## src/sv/jfc_pkg.sv

```systemverilog
// Shared types and constants for the camera frame capture block.
// No dependencies.
`default_nettype none

package jfc_pkg;

  localparam int JFC_BANK_BYTES    = 32768;
  localparam int JFC_SAMPLE_WINDOW = 4096;

  localparam logic [7:0] MARK_FF  = 8'hFF;
  localparam logic [7:0] MARK_SOI = 8'hD8;
  localparam logic [7:0] MARK_EOI = 8'hD9;

  // Per-word scan result: byte counts and marker hits by pair lane.
  // A pair lane j means the marker pair starts one byte before byte j.
  typedef struct packed {
    logic [2:0] nz_add;
    logic [2:0] ff_add;
    logic       soi_hit;
    logic [1:0] soi_lane;
    logic       eoi_hit;
    logic [1:0] eoi_lane;
  } jfc_scan_t;

  // Status fields as they appear on the result channel.
  typedef struct packed {
    logic               frame_ready;
    logic [15:0]        ready_size;
    logic [15:0]        capture_size;
    logic signed [15:0] soi_position;
    logic signed [15:0] eoi_position;
    logic [12:0]        nonzero_count;
    logic [12:0]        ff_byte_count;
    logic [31:0]        frame_end_count;
    logic [31:0]        rise_count;
    logic [31:0]        fall_count;
    logic               frame_ended;
  } jfc_status_t;

endpackage

`default_nettype wire

```

## src/sv/jfc_scan.sv

```systemverilog
// Scans one committed 32-bit word: nonzero/0xFF counts and JPEG marker pairs.
// Depends on jfc_pkg.
`default_nettype none

module jfc_scan
  import jfc_pkg::*;
(
  input  wire logic [31:0] word,
  input  wire logic [7:0]  prev_byte,
  input  wire logic [3:0]  in_window,
  output jfc_scan_t        scan
);

  logic [7:0] cur  [4];
  logic [7:0] left [4];

  always_comb begin
    for (int j = 0; j < 4; j++) begin
      cur[j] = word[8*j +: 8];
    end
    left[0] = prev_byte;
    for (int j = 1; j < 4; j++) begin
      left[j] = cur[j-1];
    end
  end

  always_comb begin
    scan = '0;
    for (int j = 0; j < 4; j++) begin
      if (in_window[j] && cur[j] != 8'h00) begin
        scan.nz_add = scan.nz_add + 3'd1;
      end
      if (in_window[j] && cur[j] == MARK_FF) begin
        scan.ff_add = scan.ff_add + 3'd1;
      end
    end
    // first SOI wins: walk downward so the lowest lane is written last
    for (int j = 3; j >= 0; j--) begin
      if (left[j] == MARK_FF && cur[j] == MARK_SOI) begin
        scan.soi_hit  = 1'b1;
        scan.soi_lane = 2'(j);
      end
    end
    // last EOI wins
    for (int j = 0; j < 4; j++) begin
      if (left[j] == MARK_FF && cur[j] == MARK_EOI) begin
        scan.eoi_hit  = 1'b1;
        scan.eoi_lane = 2'(j);
      end
    end
  end

endmodule

`default_nettype wire

```

## config.mk

```make
export PLATFORM = sky130hd
export DESIGN_NAME = jfc_scan
export DESIGN_NICKNAME = d
export VERILOG_FILES = /design/src/sv/jfc_pkg.sv /design/src/sv/jfc_scan.sv
export SDC_FILE = /design/constraint.sdc
export NUM_CORES = 1
export LEC_CHECK = 0
export ABC_AREA = 1
export BUFFER_PORTS_ARGS = -buffer_cell sky130_fd_sc_hd__buf_4
export CORE_MARGIN = 2
export CORE_UTILIZATION = 48
export DETAILED_ROUTE_END_ITERATION = 12
export PLACE_DENSITY = 0.95
export SLEW_MARGIN = 10
export SYNTH_ARGS = -nofsm -noshare
export SYNTH_HDL_FRONTEND = slang
export SYNTH_SLANG_ARGS = --single-unit
```

## constraint.sdc

```tcl
create_clock -name vclk -period 3.57
set_clock_uncertainty 0.15 [all_clocks]
set_input_delay 0.714 -clock vclk [all_inputs]
set_output_delay 0.714 -clock vclk [all_outputs]
set_load 0.005 [all_outputs]
```

==> results of run 1 <==
cells by family after synthesis:
logic type / share of synthesized area [%]
fa+ha+maj: 9.09
simple gates: 71.8
compound gates: 2.27
buf+inv: 16.8
critical path, cell delays in order:
cell	delay (ns)
buf_4	0.11
or2_0	0.20
inv_1	0.07
nand3_1	0.06
nor3_1	0.18
nor2_1	0.09
inv_1	0.07
ha_1	0.25
inv_1	0.07
nand2_1	0.07
nand2_1	0.10
inv_1	0.04
ha_1	0.17
nand3_1	0.09
nand2_1	0.05
inv_1	0.04
nor2_1	0.03
buf_4	0.13
final cells by class:
| class | count | area [um2] | area share, % |
|---|---|---|---|
| Timing Repair Buffer | 56 | 420 | 33.2 |
| Tap cell | 16 | 20.0 | 1.58 |
| Inverter | 37 | 139 | 11.0 |
| Multi-Input combinational cell | 149 | 687 | 54.2 |
worst paths after layout:
path                     start  slack [ns]  endpoint  depth (start not counted)
worst max-delay path   word[9]        0.16  scan[11]                         18
worst min-delay path  word[25]        1.70   scan[0]                          5
cell usage in the layout (no fill, tap or decap):
master,n
inv_1,36
or2_0,1
buf_4,56
nand2_1,59
nor3b_1,1
ha_1,6
nor3_1,4
nor2_1,45
and2_1,3
o22ai_1,1
nand3_1,19
nand3b_1,1
clkinv_1,1
nand4_1,2
o21ai_1,1
nand3_2,1
o211ai_1,1
nor2_2,4
where the power goes:
| group | total (mW) | internal [mW] | switching (mW) | leakage [nW] |
|---|---|---|---|---|
| clock network | 0 | 0 | 0 | 0 |
| logic | 0.0978 | 0.0524 | 0.0454 | 0.782 |
| registers | 0 | 0 | 0 | 0 |
per-stage QoR:
step                std cells  area [um2]
floorplan                 186         826
global placement          258        1270
detailed placement        258        1270
CTS                       258        1270
global route              258        1270
finish                    258        1270
routing by layer:
layer	track usage (%)	wire length, um
met5	0	0
met4	2.94	12
met3	1.19	143
met2	56.3	1430
met1	30.6	1120
==> impl_metrics.tcl, run 1 <==
set metrics [dict create \
    worst-endpoint-arrival_ns 2.54 \
    hold_path.class "in2out" \
    cp_max_fo 3 \
    worstSetupPathType "in2out" \
    mappedNetlistNets 236 \
    area_delta_synth_final_pct 53.3 \
    synth_largest_area_cell "nand2_1" \
    syn_area_per_cell_um2 4.44 \
    synth_top_area_share_pct 26.8 \
    pre_cts_ws_ns 0.165 \
    yosysMostFrequentCell "nand2_1" \
    fin_crit_ns 3.41 \
    postLayoutCoreUtil_pct 81.2 \
    post_cts_buffers 0 \
    drt-initial-drc-count 39 \
    portBuffers 56 \
    cts_resized 0 \
    regArea_um2 0 \
    seq_cell_count 0 \
    gr-total-overflow 0 \
    end_kind "output port" \
    fp.coreArea_um2 1560 \
    status "complete, no violations" \
    synthCells 186 \
    row_count 14 \
    vias 1293 \
    final_nets 294 \
    yosysSeqAreaShare_pct 0 \
    dieWidth_um 45.5 \
    fill_cells 131 \
    grt_use_total_pct 27.3 \
    ant_nets 0 \
    via_per_inst 5.01 \
    antenna_found_initial 0 \
    ys_top_cells_by_count "nand2_1, nor2_1, inv_1" \
    hold_viol_final 0 \
    cap_violations 0 \
    ctsHoldBuffers 0 \
    yosysWarnings 0 \
    grt_pass1_vias 1213 \
    p_leak_nw 0.782 \
    rsz0062_at_grt "no" \
    grt_max_degree 6 \
    finalSetupViolations 0 \
    diodes 0 \
    ir_worst_vdd_mv 0.0500 \
    synth_area_leaders "nand2_1, nor2_1, inv_1" \
    worstSetupStartpointType "input port" \
    synth.distinct_cells 17 \
    syn_area_um2 826 \
    holdWs_ns 1.70 \
    slew_headroom_pct 79.0 \
    finalMaxSlewViolations 0 \
    gp_congestion 0.834 \
    timing_worst_slew_pin_value_ns 0.313 \
    period_share_pct 95.4 \
    first_pass_iters 4 \
    p_per_area_nw_per_um2 77.3 \
    fmax_mhz 294 \
    nClkBuffers 0 \
    p_total_mw 0.0978 \
    io_pins 56 \
    drive_gt1_share_pct 25.2 \
    cp.required_ns 2.71 \
    wl_per_cell_um 10.5 \
    drt-total-wl_um 2710 \
    drc 0 \
    die_y_um 45.5 \
    initial_utilization_pct 53.0 \
    dp_hpwl_um 2450 \
    die-area_um2 2070 \
    setup_slack_ns 0.163 \
    fin_setup_tns_ns 0 \
    grt_pass1_wl_um 4480 \
]
(Power assumes the default switching activity.)
==> run 2: changes to the inputs <==
--- a/config.mk
+++ b/config.mk
@@ -5,10 +5,10 @@
 export SDC_FILE = /design/constraint.sdc
 export NUM_CORES = 1
 export LEC_CHECK = 0
-export ABC_AREA = 1
+export ABC_AREA = 0
 export BUFFER_PORTS_ARGS = -buffer_cell sky130_fd_sc_hd__buf_4
 export CORE_MARGIN = 2
-export CORE_UTILIZATION = 48
+export CORE_UTILIZATION = 41
 export DETAILED_ROUTE_END_ITERATION = 12
 export PLACE_DENSITY = 0.95
 export SLEW_MARGIN = 10
==> run 2 against run 1 <==
Against the previous run: cell area shrank 12%; global-route usage grew 0.77 points; via count shrank 32%; wire length shrank 5.9%; critical path depth shrank 8; combinational power grew 11%; sequential cell count is the same; maximum frequency shrank 4.2%; total power grew 11%; final cell count shrank 38%; non-clock buffer count grew 7; count of clock-buffer cells in the layout is the same; highest routed layer unchanged.
==> impl_metrics.tcl, run 2 <==
set metrics [dict create \
    status "complete, no violations" \
    worstSetupStartpointType "input port" \
    syn_area_um2 564 \
    cp_max_fo 3 \
    fmax_mhz 281 \
    end_kind "output port" \
    via_per_inst 5.48 \
    top_layer "met4" \
    synth.distinct_cells 29 \
    final_common_cell "buf_4" \
    area_delta_synth_final_pct 98.2 \
    die_y_um 41.1 \
    seq_cell_count 0 \
    finalSetupViolations 0 \
    worst-path-buf-inv 4 \
    fp.coreArea_um2 1300 \
    critical-path-top-delay-family "simple AND/OR/NAND/NOR gates" \
    dieWidth_um 41.1 \
    grt_pass1_vias 769 \
    period_share_pct 99.6 \
    synthCells 83 \
    dpl_cell_area_um2 1040 \
    holdWs_ns 1.62 \
    ys_top_cells_by_count "inv_1, nand4_1, nand2_1, nor4_1" \
    cp_cell_sequence "buf_4 > or4_4 > o21ai_4 > inv_1 > ha_2 > inv_2 > mux2i_4 > ha_1 > mux2_4 > buf_6" \
    gp_congestion 0.789 \
    cap_violations 0 \
    pre_cts_ws_ns -0.220 \
    syn_area_per_cell_um2 6.80 \
    synth_largest_area_cell "ha_1" \
    regArea_um2 0 \
    ctsHoldBuffers 0 \
    wl_met3_um 74 \
    grt_max_degree 5 \
    p_leak_nw 0.555 \
    wl_per_cell_um 15.8 \
    slew_headroom_pct 64.9 \
    fin_crit_ns 3.56 \
    max_stage_delay_ns 0.55 \
    diodes 0 \
    multi_input_area_um2 589 \
    p_total_mw 0.109 \
    dpl.cell_count 159 \
    p_per_area_nw_per_um2 97.2 \
    io_pins 56 \
    final_nets 198 \
    mappedNetlistNets 133 \
    synth_area_leaders "ha_1, nand4_1, nor4_1" \
    grt_pass1_wl_um 3220 \
    nClkBuffers 0 \
    hold_path.class "in2out" \
    wirelength_met1_um 1010 \
    layout_common_cells "buf_4, nand4_1, nor4_1, nand2_1, inv_1" \
    drive_gt1_share_pct 52.7 \
    slowest_stage "or4_4" \
    dp_hpwl_um 1950 \
    cp.required_ns 2.71 \
    fin_setup_tns_ns 0 \
    grt_use_total_pct 28.1 \
    vias 882 \
    antenna_found_initial 0 \
    ir_worst_vdd_mv 0.0939 \
    drt-total-wl_um 2550 \
    worst-endpoint-arrival_ns 2.69 \
    die-area_um2 1690 \
    hold_viol_final 0 \
    route.met2.wl_um 1440 \
    yosysSeqAreaShare_pct 0 \
    drc 0 \
    setup_slack_ns 0.0145 \
    first_pass_iters 4 \
    portBuffers 56 \
    initial_utilization_pct 43.4 \
    finalMaxSlewViolations 0 \
    synth_top_area_share_pct 13.3 \
    timing_worst_slew_pin_value_ns 0.523 \
    fill_cells 70 \
    yosysWarnings 0 \
    row_count 13 \
    ant_nets 0 \
    worstSetupPathType "in2out" \
    layout.cells.non_filler 161 \
    postLayoutCoreUtil_pct 86.0 \
    final_area_um2 1120 \
    drt-initial-drc-count 34 \
    gr-total-overflow 0 \
]
[run 2: cell types whose count changed after synthesis, moves of 3 or more]
cell	delta
nor4_1	+8
xnor2_1	+5
nor2_2	-4
nand4_1	+7
nor2_1	-39
nand2_1	-51
nand3_1	-15
inv_1	-27
a21oi_1	+3
[run 2: layout make-up]
class	count	share of cell area (%)
tap	15	1.68
multi-input combinational	74	52.7
inverter	9	3.02
timing repair buffer	63	42.6
[run 2: path summary, 6_finish.rpt]
check	startpoint	end	slack, ns	cells after the start
worst max-delay path	word[13]	scan[10]	0.01	10
worst min-delay path	word[0]	scan[2]	1.62	4
[run 2: cells by family after synthesis]
kind of cell	after synthesis	share of synthesized area, %
AO/OA/AOI/OAI	7	11.1
AND/OR/NAND/NOR	51	52.1
XOR/XNOR	6	9.31
adder cells (fa/ha/maj)	6	13.3
buffers and inverters	9	5.99
multiplexers	4	8.20
[run 2: routing by layer]
metal | vias up | track usage [%]
li1 | 440 | -
met2 | 29 | 58.6
met5 | - | 0
met4 | 0 | 3.23
met1 | 411 | 31.3
met3 | 2 | 0.543
[run 2: tightest hold or removal path: cells and delay by family]
family / cells / cell delay, ns
buffers and inverters: 2 / 0.19
AND/OR/NAND/NOR: 2 / 0.15
[run 2: what timing repair did]
item / in CTS / in global routing
pin swaps: 1 / 6
setup buffers: 0 / 2
cloned: 0 / 0
endpoints found under the setup margin: 2 / 2
resized for setup: 4 / 9
[run 2: report_power, final]
group | switching (mW) | internal (mW) | leakage (nW)
Combinational | 0.0417 | 0.0670 | 0.555
Clock | 0 | 0 | 0
Sequential | 0 | 0 | 0
==> run 3: changes to the inputs <==
==> constraint.sdc (replaced) <==
create_clock -name vclk -period 3.57
set_clock_uncertainty 0.15 [all_clocks]
set_input_delay 0.714 -clock vclk [all_inputs]
set_output_delay 0.714 -clock vclk [all_outputs]
set_load 0.05 [all_outputs]
==> run 3 against run 2 <==
Against the previous run: the run now ends with negative setup slack left; critical path depth unchanged; maximum frequency down 3.3%; combinational power up 51%; sequential cell count unchanged; sequential share of layout area unchanged; global-route usage up 8.0 points; count of clock-buffer cells in the layout unchanged; wire length up 67%; worst hold slack better by 0.10 ns; non-clock buffer count up 8; final cell count up 5.0%; highest routed layer unchanged.
==> impl_metrics.tcl, run 3 (synthesis gave the netlist of run 2 again) <==
set metrics [dict create \
    ir_worst_vdd_mv 0.153 \
    layout_common_cells "buf_4, nand4_1, nand2_1" \
    end_kind "output port" \
    cap_violations 0 \
    postLayoutCoreUtil_pct 96.3 \
    drc 0 \
    drive_gt1_share_pct 59.1 \
    portBuffers 56 \
    timing_worst_slew_pin_value_ns 0.768 \
    hp-start "word[0]" \
    finalSetupViolations 5 \
    setup_slack_ns -0.108 \
    hold_path.class "in2out" \
    grt_pass1_vias 983 \
    initial_utilization_pct 43.4 \
    period_share_pct 103 \
    regArea_um2 0 \
    grt_use_total_pct 36.1 \
    hold_viol_final 0 \
    antenna_found_initial 0 \
    dieWidth_um 41.1 \
    p_total_mw 0.165 \
    vias 1177 \
    worstSetupStartpointType "input port" \
    via_per_inst 6.96 \
    final_common_cell "buf_4" \
    io_pins 56 \
    fmax_mhz 272 \
    drt-total-wl_um 4260 \
    min_path_cells 4 \
    dpl_cell_area_um2 1080 \
    p_per_area_nw_per_um2 132 \
    first_pass_iters 5 \
    fin_crit_ns 3.68 \
    fin_setup_tns_ns -0.431 \
    area_delta_synth_final_pct 122 \
    fill_cells 29 \
    slew_headroom_pct 48.4 \
    dpl.cell_count 162 \
    grt_max_degree 5 \
    status "finished with violations" \
    worstSetupPathType "in2out" \
    final_area_um2 1250 \
    drt-initial-drc-count 108 \
    p_leak_nw 0.608 \
    die-area_um2 1690 \
    cp_max_fo 3 \
    fp.coreArea_um2 1300 \
    final_nets 206 \
    ant_nets 0 \
    nClkBuffers 0 \
    row_count 13 \
    grt_pass1_wl_um 3980 \
    violations "negative setup slack" \
    hold_path_end "scan[2]" \
    gp_congestion 0.799 \
    diodes 0 \
    die_y_um 41.1 \
    seq_cell_count 0 \
    wl_per_cell_um 25.2 \
    finalMaxSlewViolations 0 \
    layout.cells.non_filler 169 \
    multi_input_area_um2 649 \
    worst-endpoint-arrival_ns 2.81 \
    dp_hpwl_um 2180 \
    gr-total-overflow 0 \
    cp.required_ns 2.71 \
]
-- run 3: cell count changes in the layout (fill, tap and decap cells not counted), sizes merged --
cell	change
buf	+8
-- run 3: worst max path at each step --
stage | startpoint | endpoint | slack (ns) | depth (start not counted)
2_1_floorplan | word[9] | scan[9] | -0.04 | 5
6_report | word[7] | scan[8] | -0.11 | 10
5_1_grt | word[7] | scan[8] | -0.20 | 10
4_1_cts | word[9] | scan[10] | 0.01 | 10
3_5_place_dp | word[9] | scan[11] | -0.29 | 9
3_3_place_gp | word[9] | scan[11] | -0.19 | 9
-- run 3: worst max-delay path, stage by stage --
cell and delay (ns):
buf_4 0.11, nand4_1 0.20, nor2_1 0.25, and2_1 0.22
ha_1 0.28, xor2_1 0.28, ha_1 0.23, nand3_1 0.13
xnor2_1 0.17, buf_4 0.22
-- run 3: per-stage QoR --
step	hold slack [ns]	setup WS [ns]
after floorplan	1.60	-0.0438
after global placement	1.69	-0.191
after detailed placement	1.69	-0.286
after CTS	1.69	0.0123
after global routing	1.73	-0.196
final	1.72	-0.108
-- run 3: layout make-up --
type / instances / share of cell area [%]
inverters: 9 / 2.69
multi-input cells: 74 / 51.8
repair buffers: 71 / 44.0
well taps: 15 / 1.50
-- run 3: per-layer routing --
metal  vias up  wire length (um)  track usage, %
met2       141              1940            65.6
met3        54               564            4.89
met1       524              1350            37.6
met5         -                 0               0
met4         0               410            25.0
li1        458                 -               -
-- run 3: repair_timing --
action,in CTS,in global routing
gates resized for setup,14,10
pin swaps,5,6
buffers inserted,3,4
setup endpoints to repair,3,2
hold buffers,0,0
-- run 3: where the power goes --
group	total, mW	internal (mW)	leakage (nW)	switching (mW)
clock network	0	0	0	0
registers	0	0	0	0
logic	0.165	0.0852	0.608	0.0797
total	0.165	0.0852	0.608	0.0797
